==> src/psmt_pkg.sv <==
`timescale 1ns / 1ps
// Package for the pulse-sequence match table: sizes, codes, the token that
// walks the chain of slot cells, and the pattern mask helper. No dependencies.
package psmt_pkg;

  localparam int TableDepth   = 16;
  localparam int MaxPulses    = 8;
  localparam int PulsePosBits = 8;
  localparam int SlotW        = (TableDepth > 1) ? $clog2(TableDepth) : 1;
  localparam int CountW       = $clog2(TableDepth + 1);
  localparam int LimitW       = 5;
  localparam int ScalW        = 58;
  localparam int PatW         = 64;
  localparam int PcntW        = 4;

  localparam logic [1:0] ModeAdd    = 2'd0;
  localparam logic [1:0] ModeLookup = 2'd1;
  localparam logic [1:0] ModeRemove = 2'd2;

  localparam logic [1:0] StatusOk    = 2'd0;
  localparam logic [1:0] StatusFull  = 2'd1;
  localparam logic [1:0] StatusMiss  = 2'd2;
  localparam logic [1:0] StatusEmpty = 2'd3;

  typedef enum logic [1:0] {
    OP_ADD,
    OP_LOOKUP,
    OP_REMOVE,
    OP_NONE
  } op_e;

  typedef enum logic [1:0] {
    ST_IDLE,
    ST_RUN,
    ST_DONE
  } state_e;

  typedef struct packed {
    logic              valid;
    op_e               op;
    logic [ScalW-1:0]  scal;
    logic [PatW-1:0]   pat;
    logic [PatW-1:0]   mask;
    logic [SlotW-1:0]  pos;
    logic [SlotW-1:0]  slot;
    logic [CountW-1:0] count;
    logic              hit;
    logic [SlotW-1:0]  hit_idx;
  } tok_t;

  function automatic logic [PatW-1:0] pattern_mask(input logic [PcntW-1:0] pcnt);
    logic [PatW-1:0] m;
    m = '0;
    for (int k = 0; k < MaxPulses; k++) begin
      if (k < int'(pcnt) && (k + 1) * PulsePosBits <= PatW) begin
        m[k*PulsePosBits +: PulsePosBits] = '1;
      end
    end
    return m;
  endfunction

endpackage

==> src/psmt_if.sv <==
`timescale 1ns / 1ps
// Valid/ready channel interfaces for the pulse-sequence match table:
// item input, result output and limit register write. Uses psmt_pkg.
interface psmt_in_if;
  logic        valid;
  logic        ready;
  logic [1:0]  mode;
  logic [9:0]  range_count;
  logic [11:0] first_range;
  logic [9:0]  range_spacing;
  logic [3:0]  pulse_count;
  logic [15:0] pulse_increment;
  logic [5:0]  baud_count;
  logic [63:0] pulse_pattern;
  logic [3:0]  slot;
  modport source (output valid, mode, range_count, first_range, range_spacing,
                  pulse_count, pulse_increment, baud_count, pulse_pattern, slot,
                  input ready);
  modport sink (input valid, mode, range_count, first_range, range_spacing,
                pulse_count, pulse_increment, baud_count, pulse_pattern, slot,
                output ready);
endinterface

interface psmt_out_if;
  logic       valid;
  logic       ready;
  logic [1:0] status;
  logic [3:0] slot_index;
  modport source (output valid, status, slot_index, input ready);
  modport sink (input valid, status, slot_index, output ready);
endinterface

interface psmt_cfg_if;
  logic                        valid;
  logic                        ready;
  logic [psmt_pkg::LimitW-1:0] table_limit;
  modport source (output valid, table_limit, input ready);
  modport sink (input valid, table_limit, output ready);
endinterface

==> src/psmt_cell.sv <==
`timescale 1ns / 1ps
// One table slot: holds the descriptor and active mark, acts on the token
// passing through and hands it on in the next cycle. Uses psmt_pkg.
module psmt_cell (
  input  logic           clk_i,
  input  logic           rst_ni,
  input  psmt_pkg::tok_t tok_i,
  output psmt_pkg::tok_t tok_o
);

  logic                         active_q, active_d;
  logic [psmt_pkg::ScalW-1:0]   scal_q;
  logic [psmt_pkg::PatW-1:0]    pat_q;
  logic                         wr_en;
  psmt_pkg::tok_t               tok_q, tok_d;
  logic                         below_count, at_or_below_count, match;

  always_comb begin
    below_count       = {1'b0, tok_i.pos} < {1'b0, tok_i.count};
    at_or_below_count = {1'b0, tok_i.pos} <= {1'b0, tok_i.count};
    match = active_q && (scal_q == tok_i.scal) && (((pat_q ^ tok_i.pat) & tok_i.mask) == '0);
    tok_d     = tok_i;
    tok_d.pos = tok_i.pos + 1'b1;
    active_d  = active_q;
    wr_en     = 1'b0;
    if (tok_i.valid) begin
      case (tok_i.op)
        psmt_pkg::OP_ADD: begin
          if (!tok_i.hit && !active_q && at_or_below_count) begin
            wr_en         = 1'b1;
            active_d      = 1'b1;
            tok_d.hit     = 1'b1;
            tok_d.hit_idx = tok_i.pos;
          end
        end
        psmt_pkg::OP_LOOKUP: begin
          if (match && below_count) begin
            tok_d.hit     = 1'b1;
            tok_d.hit_idx = tok_i.pos;
          end
        end
        psmt_pkg::OP_REMOVE: begin
          if (tok_i.slot == tok_i.pos) active_d = 1'b0;
        end
        default: ;
      endcase
    end
  end

  always_ff @(posedge clk_i or negedge rst_ni) begin
    if (!rst_ni) begin
      active_q <= 1'b0;
      tok_q    <= '0;
    end else begin
      active_q <= active_d;
      tok_q    <= tok_d;
    end
  end

  always_ff @(posedge clk_i) begin
    if (wr_en) begin
      scal_q <= tok_i.scal;
      pat_q  <= tok_i.pat;
    end
  end

  assign tok_o = tok_q;

endmodule

==> src/pulse_sequence_match_table.sv <==
`timescale 1ns / 1ps
// Pulse-sequence match table top level: a chain of TableDepth slot cells,
// the high-water count, the limit register and the result register.
// Depends on psmt_pkg, psmt_if and psmt_cell.
//
// Channels: in_i takes one operation per beat (add, lookup, remove),
// out_o returns one beat of status and slot index per operation, and
// cfg_i writes table_limit (always ready, reset value 16).
// Each operation launches a token into slot cell 0; it moves one cell per
// cycle and is taken from the last cell. The result is captured in the
// result register as the token leaves, then moves into the output register
// and raises out_o.valid once the output is free (not valid, or taken);
// a new item is taken only after that. One item is in flight at a time, so
// the walk along the cell chain sets how often a new item can be taken.
// Reset clears all active marks, the high-water count and the output
// valid; descriptor storage is not cleared. If the receiver stalls, the
// result holds on out_o and a finished next result waits in the result
// holding register while in_i.ready stays low.
module pulse_sequence_match_table (
  input  logic clk_i,
  input  logic rst_ni,
  psmt_in_if.sink    in_i,
  psmt_out_if.source out_o,
  psmt_cfg_if.sink   cfg_i
);

  localparam int Depth = psmt_pkg::TableDepth;

  psmt_pkg::state_e                state_q, state_d;
  logic [psmt_pkg::LimitW-1:0]     limit_q;
  logic [psmt_pkg::CountW-1:0]     count_q, count_d;
  logic [psmt_pkg::CountW-1:0]     eff_limit;
  logic [1:0]                      res_status_q, res_status_d;
  logic [psmt_pkg::SlotW-1:0]      res_idx_q, res_idx_d;
  logic                            out_valid_q, out_valid_d;
  logic [1:0]                      out_status_q;
  logic [psmt_pkg::SlotW-1:0]      out_idx_q;
  logic                            in_fire, out_load;
  psmt_pkg::tok_t                  chain [Depth+1];
  psmt_pkg::tok_t                  launch, exit_tok;

  assign cfg_i.ready = 1'b1;

  always_ff @(posedge clk_i or negedge rst_ni) begin
    if (!rst_ni) begin
      limit_q <= psmt_pkg::LimitW'(Depth);
    end else if (cfg_i.valid) begin
      limit_q <= cfg_i.table_limit;
    end
  end

  assign eff_limit = ({1'b0, limit_q} > (psmt_pkg::LimitW + 1)'(Depth)) ?
                     psmt_pkg::CountW'(Depth) : psmt_pkg::CountW'(limit_q);

  assign in_i.ready = (state_q == psmt_pkg::ST_IDLE);
  assign in_fire    = in_i.valid && in_i.ready;

  always_comb begin
    launch         = '0;
    launch.valid   = in_fire;
    launch.scal    = {in_i.range_count, in_i.first_range, in_i.range_spacing,
                      in_i.pulse_count, in_i.pulse_increment, in_i.baud_count};
    launch.pat     = in_i.pulse_pattern;
    launch.mask    = psmt_pkg::pattern_mask(in_i.pulse_count);
    launch.slot    = psmt_pkg::SlotW'(in_i.slot);
    launch.count   = count_q;
    case (in_i.mode)
      psmt_pkg::ModeAdd:
        launch.op = (count_q >= eff_limit) ? psmt_pkg::OP_NONE : psmt_pkg::OP_ADD;
      psmt_pkg::ModeLookup:
        launch.op = (count_q == '0) ? psmt_pkg::OP_NONE : psmt_pkg::OP_LOOKUP;
      psmt_pkg::ModeRemove:
        launch.op = (count_q == '0) ? psmt_pkg::OP_NONE : psmt_pkg::OP_REMOVE;
      default:
        launch.op = psmt_pkg::OP_NONE;
    endcase
  end

  // refused operations still walk the chain; their status is decided here
  logic [1:0] pre_status_q, pre_status_d;
  always_comb begin
    case (in_i.mode)
      psmt_pkg::ModeAdd:    pre_status_d = psmt_pkg::StatusFull;
      psmt_pkg::ModeLookup: pre_status_d = psmt_pkg::StatusEmpty;
      psmt_pkg::ModeRemove: pre_status_d = psmt_pkg::StatusEmpty;
      default:              pre_status_d = psmt_pkg::StatusMiss;
    endcase
  end

  assign chain[0] = launch;

  for (genvar g = 0; g < Depth; g++) begin : g_cell
    psmt_cell u_cell (
      .clk_i  (clk_i),
      .rst_ni (rst_ni),
      .tok_i  (chain[g]),
      .tok_o  (chain[g+1])
    );
  end

  assign exit_tok = chain[Depth];

  always_comb begin
    state_d      = state_q;
    count_d      = count_q;
    res_status_d = res_status_q;
    res_idx_d    = res_idx_q;
    out_valid_d  = out_valid_q;
    out_load     = 1'b0;
    if (out_valid_q && out_o.ready) out_valid_d = 1'b0;
    case (state_q)
      psmt_pkg::ST_IDLE: begin
        if (in_fire) state_d = psmt_pkg::ST_RUN;
      end
      psmt_pkg::ST_RUN: begin
        if (exit_tok.valid) begin
          state_d = psmt_pkg::ST_DONE;
          case (exit_tok.op)
            psmt_pkg::OP_ADD: begin
              res_status_d = psmt_pkg::StatusOk;
              res_idx_d    = exit_tok.hit_idx;
              if ({1'b0, exit_tok.hit_idx} == count_q) count_d = count_q + 1'b1;
            end
            psmt_pkg::OP_LOOKUP: begin
              res_status_d = exit_tok.hit ? psmt_pkg::StatusOk : psmt_pkg::StatusMiss;
              res_idx_d    = exit_tok.hit ? exit_tok.hit_idx : '0;
            end
            psmt_pkg::OP_REMOVE: begin
              res_status_d = psmt_pkg::StatusOk;
              res_idx_d    = exit_tok.slot;
              if ({1'b0, exit_tok.slot} + 1'b1 == count_q) count_d = count_q - 1'b1;
            end
            default: begin
              res_status_d = pre_status_q;
              res_idx_d    = '0;
            end
          endcase
        end
      end
      psmt_pkg::ST_DONE: begin
        if (!out_valid_q || out_o.ready) begin
          out_load    = 1'b1;
          out_valid_d = 1'b1;
          state_d     = psmt_pkg::ST_IDLE;
        end
      end
      default: state_d = psmt_pkg::ST_IDLE;
    endcase
  end

  always_ff @(posedge clk_i or negedge rst_ni) begin
    if (!rst_ni) begin
      state_q     <= psmt_pkg::ST_IDLE;
      count_q     <= '0;
      out_valid_q <= 1'b0;
    end else begin
      state_q     <= state_d;
      count_q     <= count_d;
      out_valid_q <= out_valid_d;
    end
  end

  always_ff @(posedge clk_i) begin
    res_status_q <= res_status_d;
    res_idx_q    <= res_idx_d;
    if (in_fire) pre_status_q <= pre_status_d;
    if (out_load) begin
      out_status_q <= res_status_q;
      out_idx_q    <= res_idx_q;
    end
  end

  assign out_o.valid      = out_valid_q;
  assign out_o.status     = out_status_q;
  assign out_o.slot_index = 4'(out_idx_q);

endmodule

==> src/flat_wrapper.sv <==
// flat-port wrapper written by rule: the top's interface ports become plain ports
module pulse_sequence_match_table_flat 
  (clk_i, rst_ni, in_i_valid, in_i_mode, in_i_range_count, in_i_first_range, in_i_range_spacing, in_i_pulse_count, in_i_pulse_increment, in_i_baud_count, in_i_pulse_pattern, in_i_slot, in_i_ready, out_o_valid, out_o_status, out_o_slot_index, out_o_ready, cfg_i_valid, cfg_i_table_limit, cfg_i_ready);
  psmt_in_if in_i_i ();
  psmt_out_if out_o_i ();
  psmt_cfg_if cfg_i_i ();
  input  logic clk_i;
  input  logic rst_ni;
  input wire logic [$bits(in_i_i.valid)-1:0] in_i_valid;
  input wire logic [$bits(in_i_i.mode)-1:0] in_i_mode;
  input wire logic [$bits(in_i_i.range_count)-1:0] in_i_range_count;
  input wire logic [$bits(in_i_i.first_range)-1:0] in_i_first_range;
  input wire logic [$bits(in_i_i.range_spacing)-1:0] in_i_range_spacing;
  input wire logic [$bits(in_i_i.pulse_count)-1:0] in_i_pulse_count;
  input wire logic [$bits(in_i_i.pulse_increment)-1:0] in_i_pulse_increment;
  input wire logic [$bits(in_i_i.baud_count)-1:0] in_i_baud_count;
  input wire logic [$bits(in_i_i.pulse_pattern)-1:0] in_i_pulse_pattern;
  input wire logic [$bits(in_i_i.slot)-1:0] in_i_slot;
  output wire logic [$bits(in_i_i.ready)-1:0] in_i_ready;
  output wire logic [$bits(out_o_i.valid)-1:0] out_o_valid;
  output wire logic [$bits(out_o_i.status)-1:0] out_o_status;
  output wire logic [$bits(out_o_i.slot_index)-1:0] out_o_slot_index;
  input wire logic [$bits(out_o_i.ready)-1:0] out_o_ready;
  input wire logic [$bits(cfg_i_i.valid)-1:0] cfg_i_valid;
  input wire logic [$bits(cfg_i_i.table_limit)-1:0] cfg_i_table_limit;
  output wire logic [$bits(cfg_i_i.ready)-1:0] cfg_i_ready;
  assign in_i_i.valid = in_i_valid;
  assign in_i_i.mode = in_i_mode;
  assign in_i_i.range_count = in_i_range_count;
  assign in_i_i.first_range = in_i_first_range;
  assign in_i_i.range_spacing = in_i_range_spacing;
  assign in_i_i.pulse_count = in_i_pulse_count;
  assign in_i_i.pulse_increment = in_i_pulse_increment;
  assign in_i_i.baud_count = in_i_baud_count;
  assign in_i_i.pulse_pattern = in_i_pulse_pattern;
  assign in_i_i.slot = in_i_slot;
  assign in_i_ready = in_i_i.ready;
  assign out_o_valid = out_o_i.valid;
  assign out_o_status = out_o_i.status;
  assign out_o_slot_index = out_o_i.slot_index;
  assign out_o_i.ready = out_o_ready;
  assign cfg_i_i.valid = cfg_i_valid;
  assign cfg_i_i.table_limit = cfg_i_table_limit;
  assign cfg_i_ready = cfg_i_i.ready;
  pulse_sequence_match_table u_core (.clk_i(clk_i), .rst_ni(rst_ni), .in_i(in_i_i), .out_o(out_o_i), .cfg_i(cfg_i_i));
endmodule
==> config.mk <==
export PLATFORM = sky130hd
export DESIGN_NAME = pulse_sequence_match_table_flat
export DESIGN_NICKNAME = d
export VERILOG_FILES = /design/src/psmt_pkg.sv /design/src/psmt_if.sv /design/src/psmt_cell.sv /design/src/pulse_sequence_match_table.sv /design/src/flat_wrapper.sv
export SDC_FILE = /design/constraint.sdc
export NUM_CORES = 2
export LEC_CHECK = 0
export CORE_MARGIN = 4
export CORE_UTILIZATION = 55
export CTS_CLUSTER_SIZE = 8
export DETAILED_ROUTE_END_ITERATION = 16
export DONT_BUFFER_PORTS = 1
export PLACE_DENSITY = 0.73
export SKIP_CTS_REPAIR_TIMING = 1
export SYNTH_ARGS = -nofsm -noshare
export SYNTH_HDL_FRONTEND = slang
export SYNTH_SLANG_ARGS = --single-unit
==> constraint.sdc <==
create_clock -name clk_i -period 15.68 [get_ports clk_i]
set_clock_uncertainty 0.1 [all_clocks]
set_input_delay 1.568 -clock clk_i [delete_from_list [all_inputs] [get_ports clk_i]]
set_output_delay 1.568 -clock clk_i [all_outputs]
set_load 0.03 [all_outputs]
==> key figures <==
Yosys
  – Count of cell types in the netlist: 67
  – Post-synth EDFFs: approximately 2.0k
  – Part of the Yosys area used for sequential elements: 81.0%
  – YS warnings: 0
  – Cells after synthesis: 7849
  – Post-synthesis register bit count: 4241
  – Cell area after synthesis: 0.143 sq mm
  – Primary flip-flop cell chosen by synthesis mapping: dfrtp_1
  – Synth Area per Inst: 18.2 sq um
  – Ys async rst share: 53.6%

Outcome
  – Outcome: finished clean

Power and ir drop
  – Clock share of power: 47.3%
  – Switching pwr: 0.00525 W
  – Maximum vdd drop: between 0.0001 and 0.00015 V
  – Seq pwr share: 49.8%
  – Switching Share: about a fifth
  – Combinational group share of total power: 2.9%
  – Pwr Density: between 150 and 200 mW/mm^2
  – Internal power: 0.0198 W
  – Leak: 61.7 nW

Routing
  – TritonRoute pass-1 iters: 7
  – Initial DRC Count: 4656
  – Routed Antenna Nets: 0
  – Met2 Routed Length: 133000 um
  – Top layer in use: met4
  – DR WL met3: approximately 9900 um
  – Via density: 5.24
  – Via total after detailed routing: 64.8k
  – DR DRC count: 0
  – Final wirelength: between 200000 and 300000 um
  – Drt wl/cell: approximately 21 um
  – Met1 WL: ~110000 um

Setup path
  – Worst Path Max Fanout: 74
  – Critical path class: flip-flop to flip-flop
  – WP data arrival: 5260 ps
  – Critical Path RT: 16090 ps
  – Critical path endpoint category: flip-flop
  – Worst-case reg-to-reg path depth: 11
  – CP startpoint kind: flip-flop

STA
  – Max frequency: 206 MHz
  – Max_slew headroom: 20.6%
  – Final worst-path cycle share: 30.9%
  – Final Hold Violating Endpoints: 0
  – Min Tclk post-route: a little under 5000 ps
  – Final setup viols: 0
  – Worst slew pin tran: 1180 ps
  – Setup tns final: 0 ps
  – Final worst slack: 10830 ps
  – Slew Limit Fails: 0
  – RSZ-0062 raised after global routing: no

Placement
  – Detail Placement HPWL: 173000 um
  – Placed Cells: 11.3k
  – GPL Wtd Cong: 0.945
  – Setup Slack @ Placement: 10530 ps
  – IO Port Bufs: 0

Clocking
  – Clock-pin slew of the registers on the worst-case setup and hold paths: 50 ps
  – H-Tree Depth: 6
  – Num Clock Sinks: 4241
  – CTS tree: built
  – Bufs on Longest Clock Path: 4
  – Clk Latency, worst-skew pair: 890 ps
  – Num CTS Buffers: between 600 and 700
  – Root buffer cell: clkbuf_16

Floorplanning
  – Die width: 518 um
  – Die area: 0.268 sq mm
  – Die Y: a little over 500 um
  – Initial Utilization: a little under three fifths
  – Row count: approximately 190
  – Ports: 147
  – Core Region: between 0.2 and 0.3 sq mm

GRT
  – Total track usage: 19.9%
  – Final global-route overflow total: 0
  – Initial antenna violation count: 2
  – Vias in the first global route: 71.3k
  – First-pass GRT wire length: 419000 um
  – Largest net degree at the start of global routing: 280

Cells and area
  – Final std cells w/o fill: between 10k and 15k
  – Commonest non-fill, non-tap cell in the layout: dfrtp_1
  – Share of layout cells above drive strength 1: 8.96%
  – Net count, final: 8709
  – Fill count: 16.7k
  – Area growth syn-to-layout: 15.8%
  – Most frequent cells in the layout: dfrtp_1 (2274), edfxtp_1 (1966), xnor2_1 (1431), clkbuf_16 (627), clkbuf_1 (411)
  – Final core occ: 63.9%

Hold path
  – WHS Path Cells: 0
  – Worst hold path class: flip-flop to flip-flop

Flow run
  – Max Cap Viol: 0
==> cell families after synthesis <==
family          after synthesis  share of synthesized area (%)
compound gates              477                           2.29
xor+xnor                   1829                           11.2
fa+ha+maj                    77                          0.678
buf+inv                     296                          0.779
flops                      4241                           81.0
mux                          54                          0.434
other cells                   1                        0.00262
simple gates                874                           3.61
==> sequential cells by signal, summed over array words and instances, names as in the netlist, 4 cells and up <==
name	flops
u_core.g_cell.u_cell.tok_o	2246
u_core.count_q	5
u_core.g_cell.u_cell.active_q	16
u_core.res_idx_q	4
u_core.limit_q	5
u_core.out_o.slot_index	4
u_core.g_cell.u_cell.pat_q	1024
u_core.g_cell.u_cell.scal_q	928
==> metrics by stage <==
| step | instance area, sq um | hold slack [ps] | power (W) |
|---|---|---|---|
| floorplan | 143000 | 248 | 0.0129 |
| global placement | 148000 | 261 | 0.0133 |
| detailed placement | 148000 | 259 | 0.0134 |
| CTS | 166000 | 206 | 0.0253 |
| global route | 166000 | 217 | 0.0260 |
| finish | 166000 | 264 | 0.0250 |
==> synth_stat cells, types with 5 or more instances <==
| cell | n | area, sq um |
|---|---|---|
| a211o_1 | 11 | 96.3 |
| a21o_1 | 21 | 158 |
| nand2_1 | 81 | 304 |
| o21ai_0 | 149 | 746 |
| nor2b_1 | 40 | 250 |
| dfrtp_1 | 2274 | 56900 |
| a221o_1 | 5 | 50.1 |
| a22oi_1 | 9 | 67.6 |
| inv_1 | 289 | 1080 |
| o41ai_1 | 9 | 78.8 |
| mux2_1 | 5 | 56.3 |
| a2111oi_0 | 15 | 131 |
| edfxtp_1 | 1966 | 59000 |
| o2111ai_1 | 19 | 166 |
| xnor2_1 | 1431 | 12500 |
| o22ai_1 | 69 | 432 |
| xor2_1 | 398 | 3490 |
| a221oi_1 | 30 | 263 |
| nor4_1 | 127 | 795 |
| and2_1 | 8 | 50.1 |
| ha_1 | 76 | 951 |
| nor2_1 | 39 | 146 |
| a2111o_1 | 6 | 67.6 |
| or3_1 | 5 | 31.3 |
| or2_2 | 20 | 125 |
| a22o_1 | 15 | 131 |
| or4_1 | 14 | 105 |
| o221ai_1 | 9 | 78.8 |
| nand4_1 | 403 | 2520 |
| nor3_1 | 27 | 135 |
| a21oi_1 | 39 | 195 |
| clkbuf_1 | 6 | 22.5 |
| nand2b_1 | 43 | 269 |
| nand3_1 | 39 | 195 |
| a211oi_1 | 11 | 82.6 |
| mux2_2 | 43 | 484 |
| nand4b_1 | 8 | 70.1 |
| a31oi_1 | 6 | 37.5 |
| o21bai_1 | 6 | 45.0 |
| o2bb2ai_1 | 26 | 228 |
==> critical path: stages (launching register included) <==
cell	delay [ps]
dfrtp_1	500
inv_1	140
ha_1	320
nand2b_1	160
a21o_1	170
a21o_1	180
a21o_1	190
a211oi_2	920
and2_1	270
nor2b_4	150
buf_4	480
buf_4	770
==> layout make-up <==
type | count | area, sq um | area share (%)
Clock buffer | 1040 | 17300 | 10.4
Sequential cell | 4241 | 116000 | 70.0
Multi-Input combinational cell | 3313 | 26100 | 15.8
Antenna cell | 7 | 17.5 | 0.0106
Tap cell | 3402 | 4260 | 2.57
Inverter | 289 | 1090 | 0.660
Clock inverter | 33 | 438 | 0.264
Timing Repair Buffer | 44 | 591 | 0.356
==> final timing paths <==
kind,from,end,slack (ps)
min reg2reg,u_core.g_cell[0].u_cell.tok_o[33],u_core.g_cell[1].u_cell.tok_o[33],260
max in group asynchronous,rst_ni,u_core.g_cell[13].u_cell.tok_o[83],11640
min in group asynchronous,rst_ni,u_core.g_cell[0].u_cell.tok_o[156],280
min,u_core.g_cell[0].u_cell.tok_o[33],u_core.g_cell[1].u_cell.tok_o[33],260
max reg2reg,u_core.count_q[0],u_core.g_cell[0].u_cell.pat_q[5],10830
max,u_core.count_q[0],u_core.g_cell[0].u_cell.pat_q[5],10830
==> metal layers <==
metal	up-vias	track usage, %
met1	33100	25.7
met5	-	0
li1	29500	-
met3	529	3.34
met2	1642	33.1
met4	0	9.90
==> power groups by stage <==
| stage | Combinational (W) | Clock (W) | Sequential (W) |
|---|---|---|---|
| after floorplan | 0.000469 | 0 | 0.0125 |
| after global placement | 0.000698 | 0 | 0.0126 |
| after detailed placement | 0.000730 | 0 | 0.0126 |
| after CTS | 0.000746 | 0.0121 | 0.0125 |
| after global routing | 0.000824 | 0.0126 | 0.0125 |
| final | 0.000732 | 0.0118 | 0.0125 |
Power figures use the tool's default switching activity.
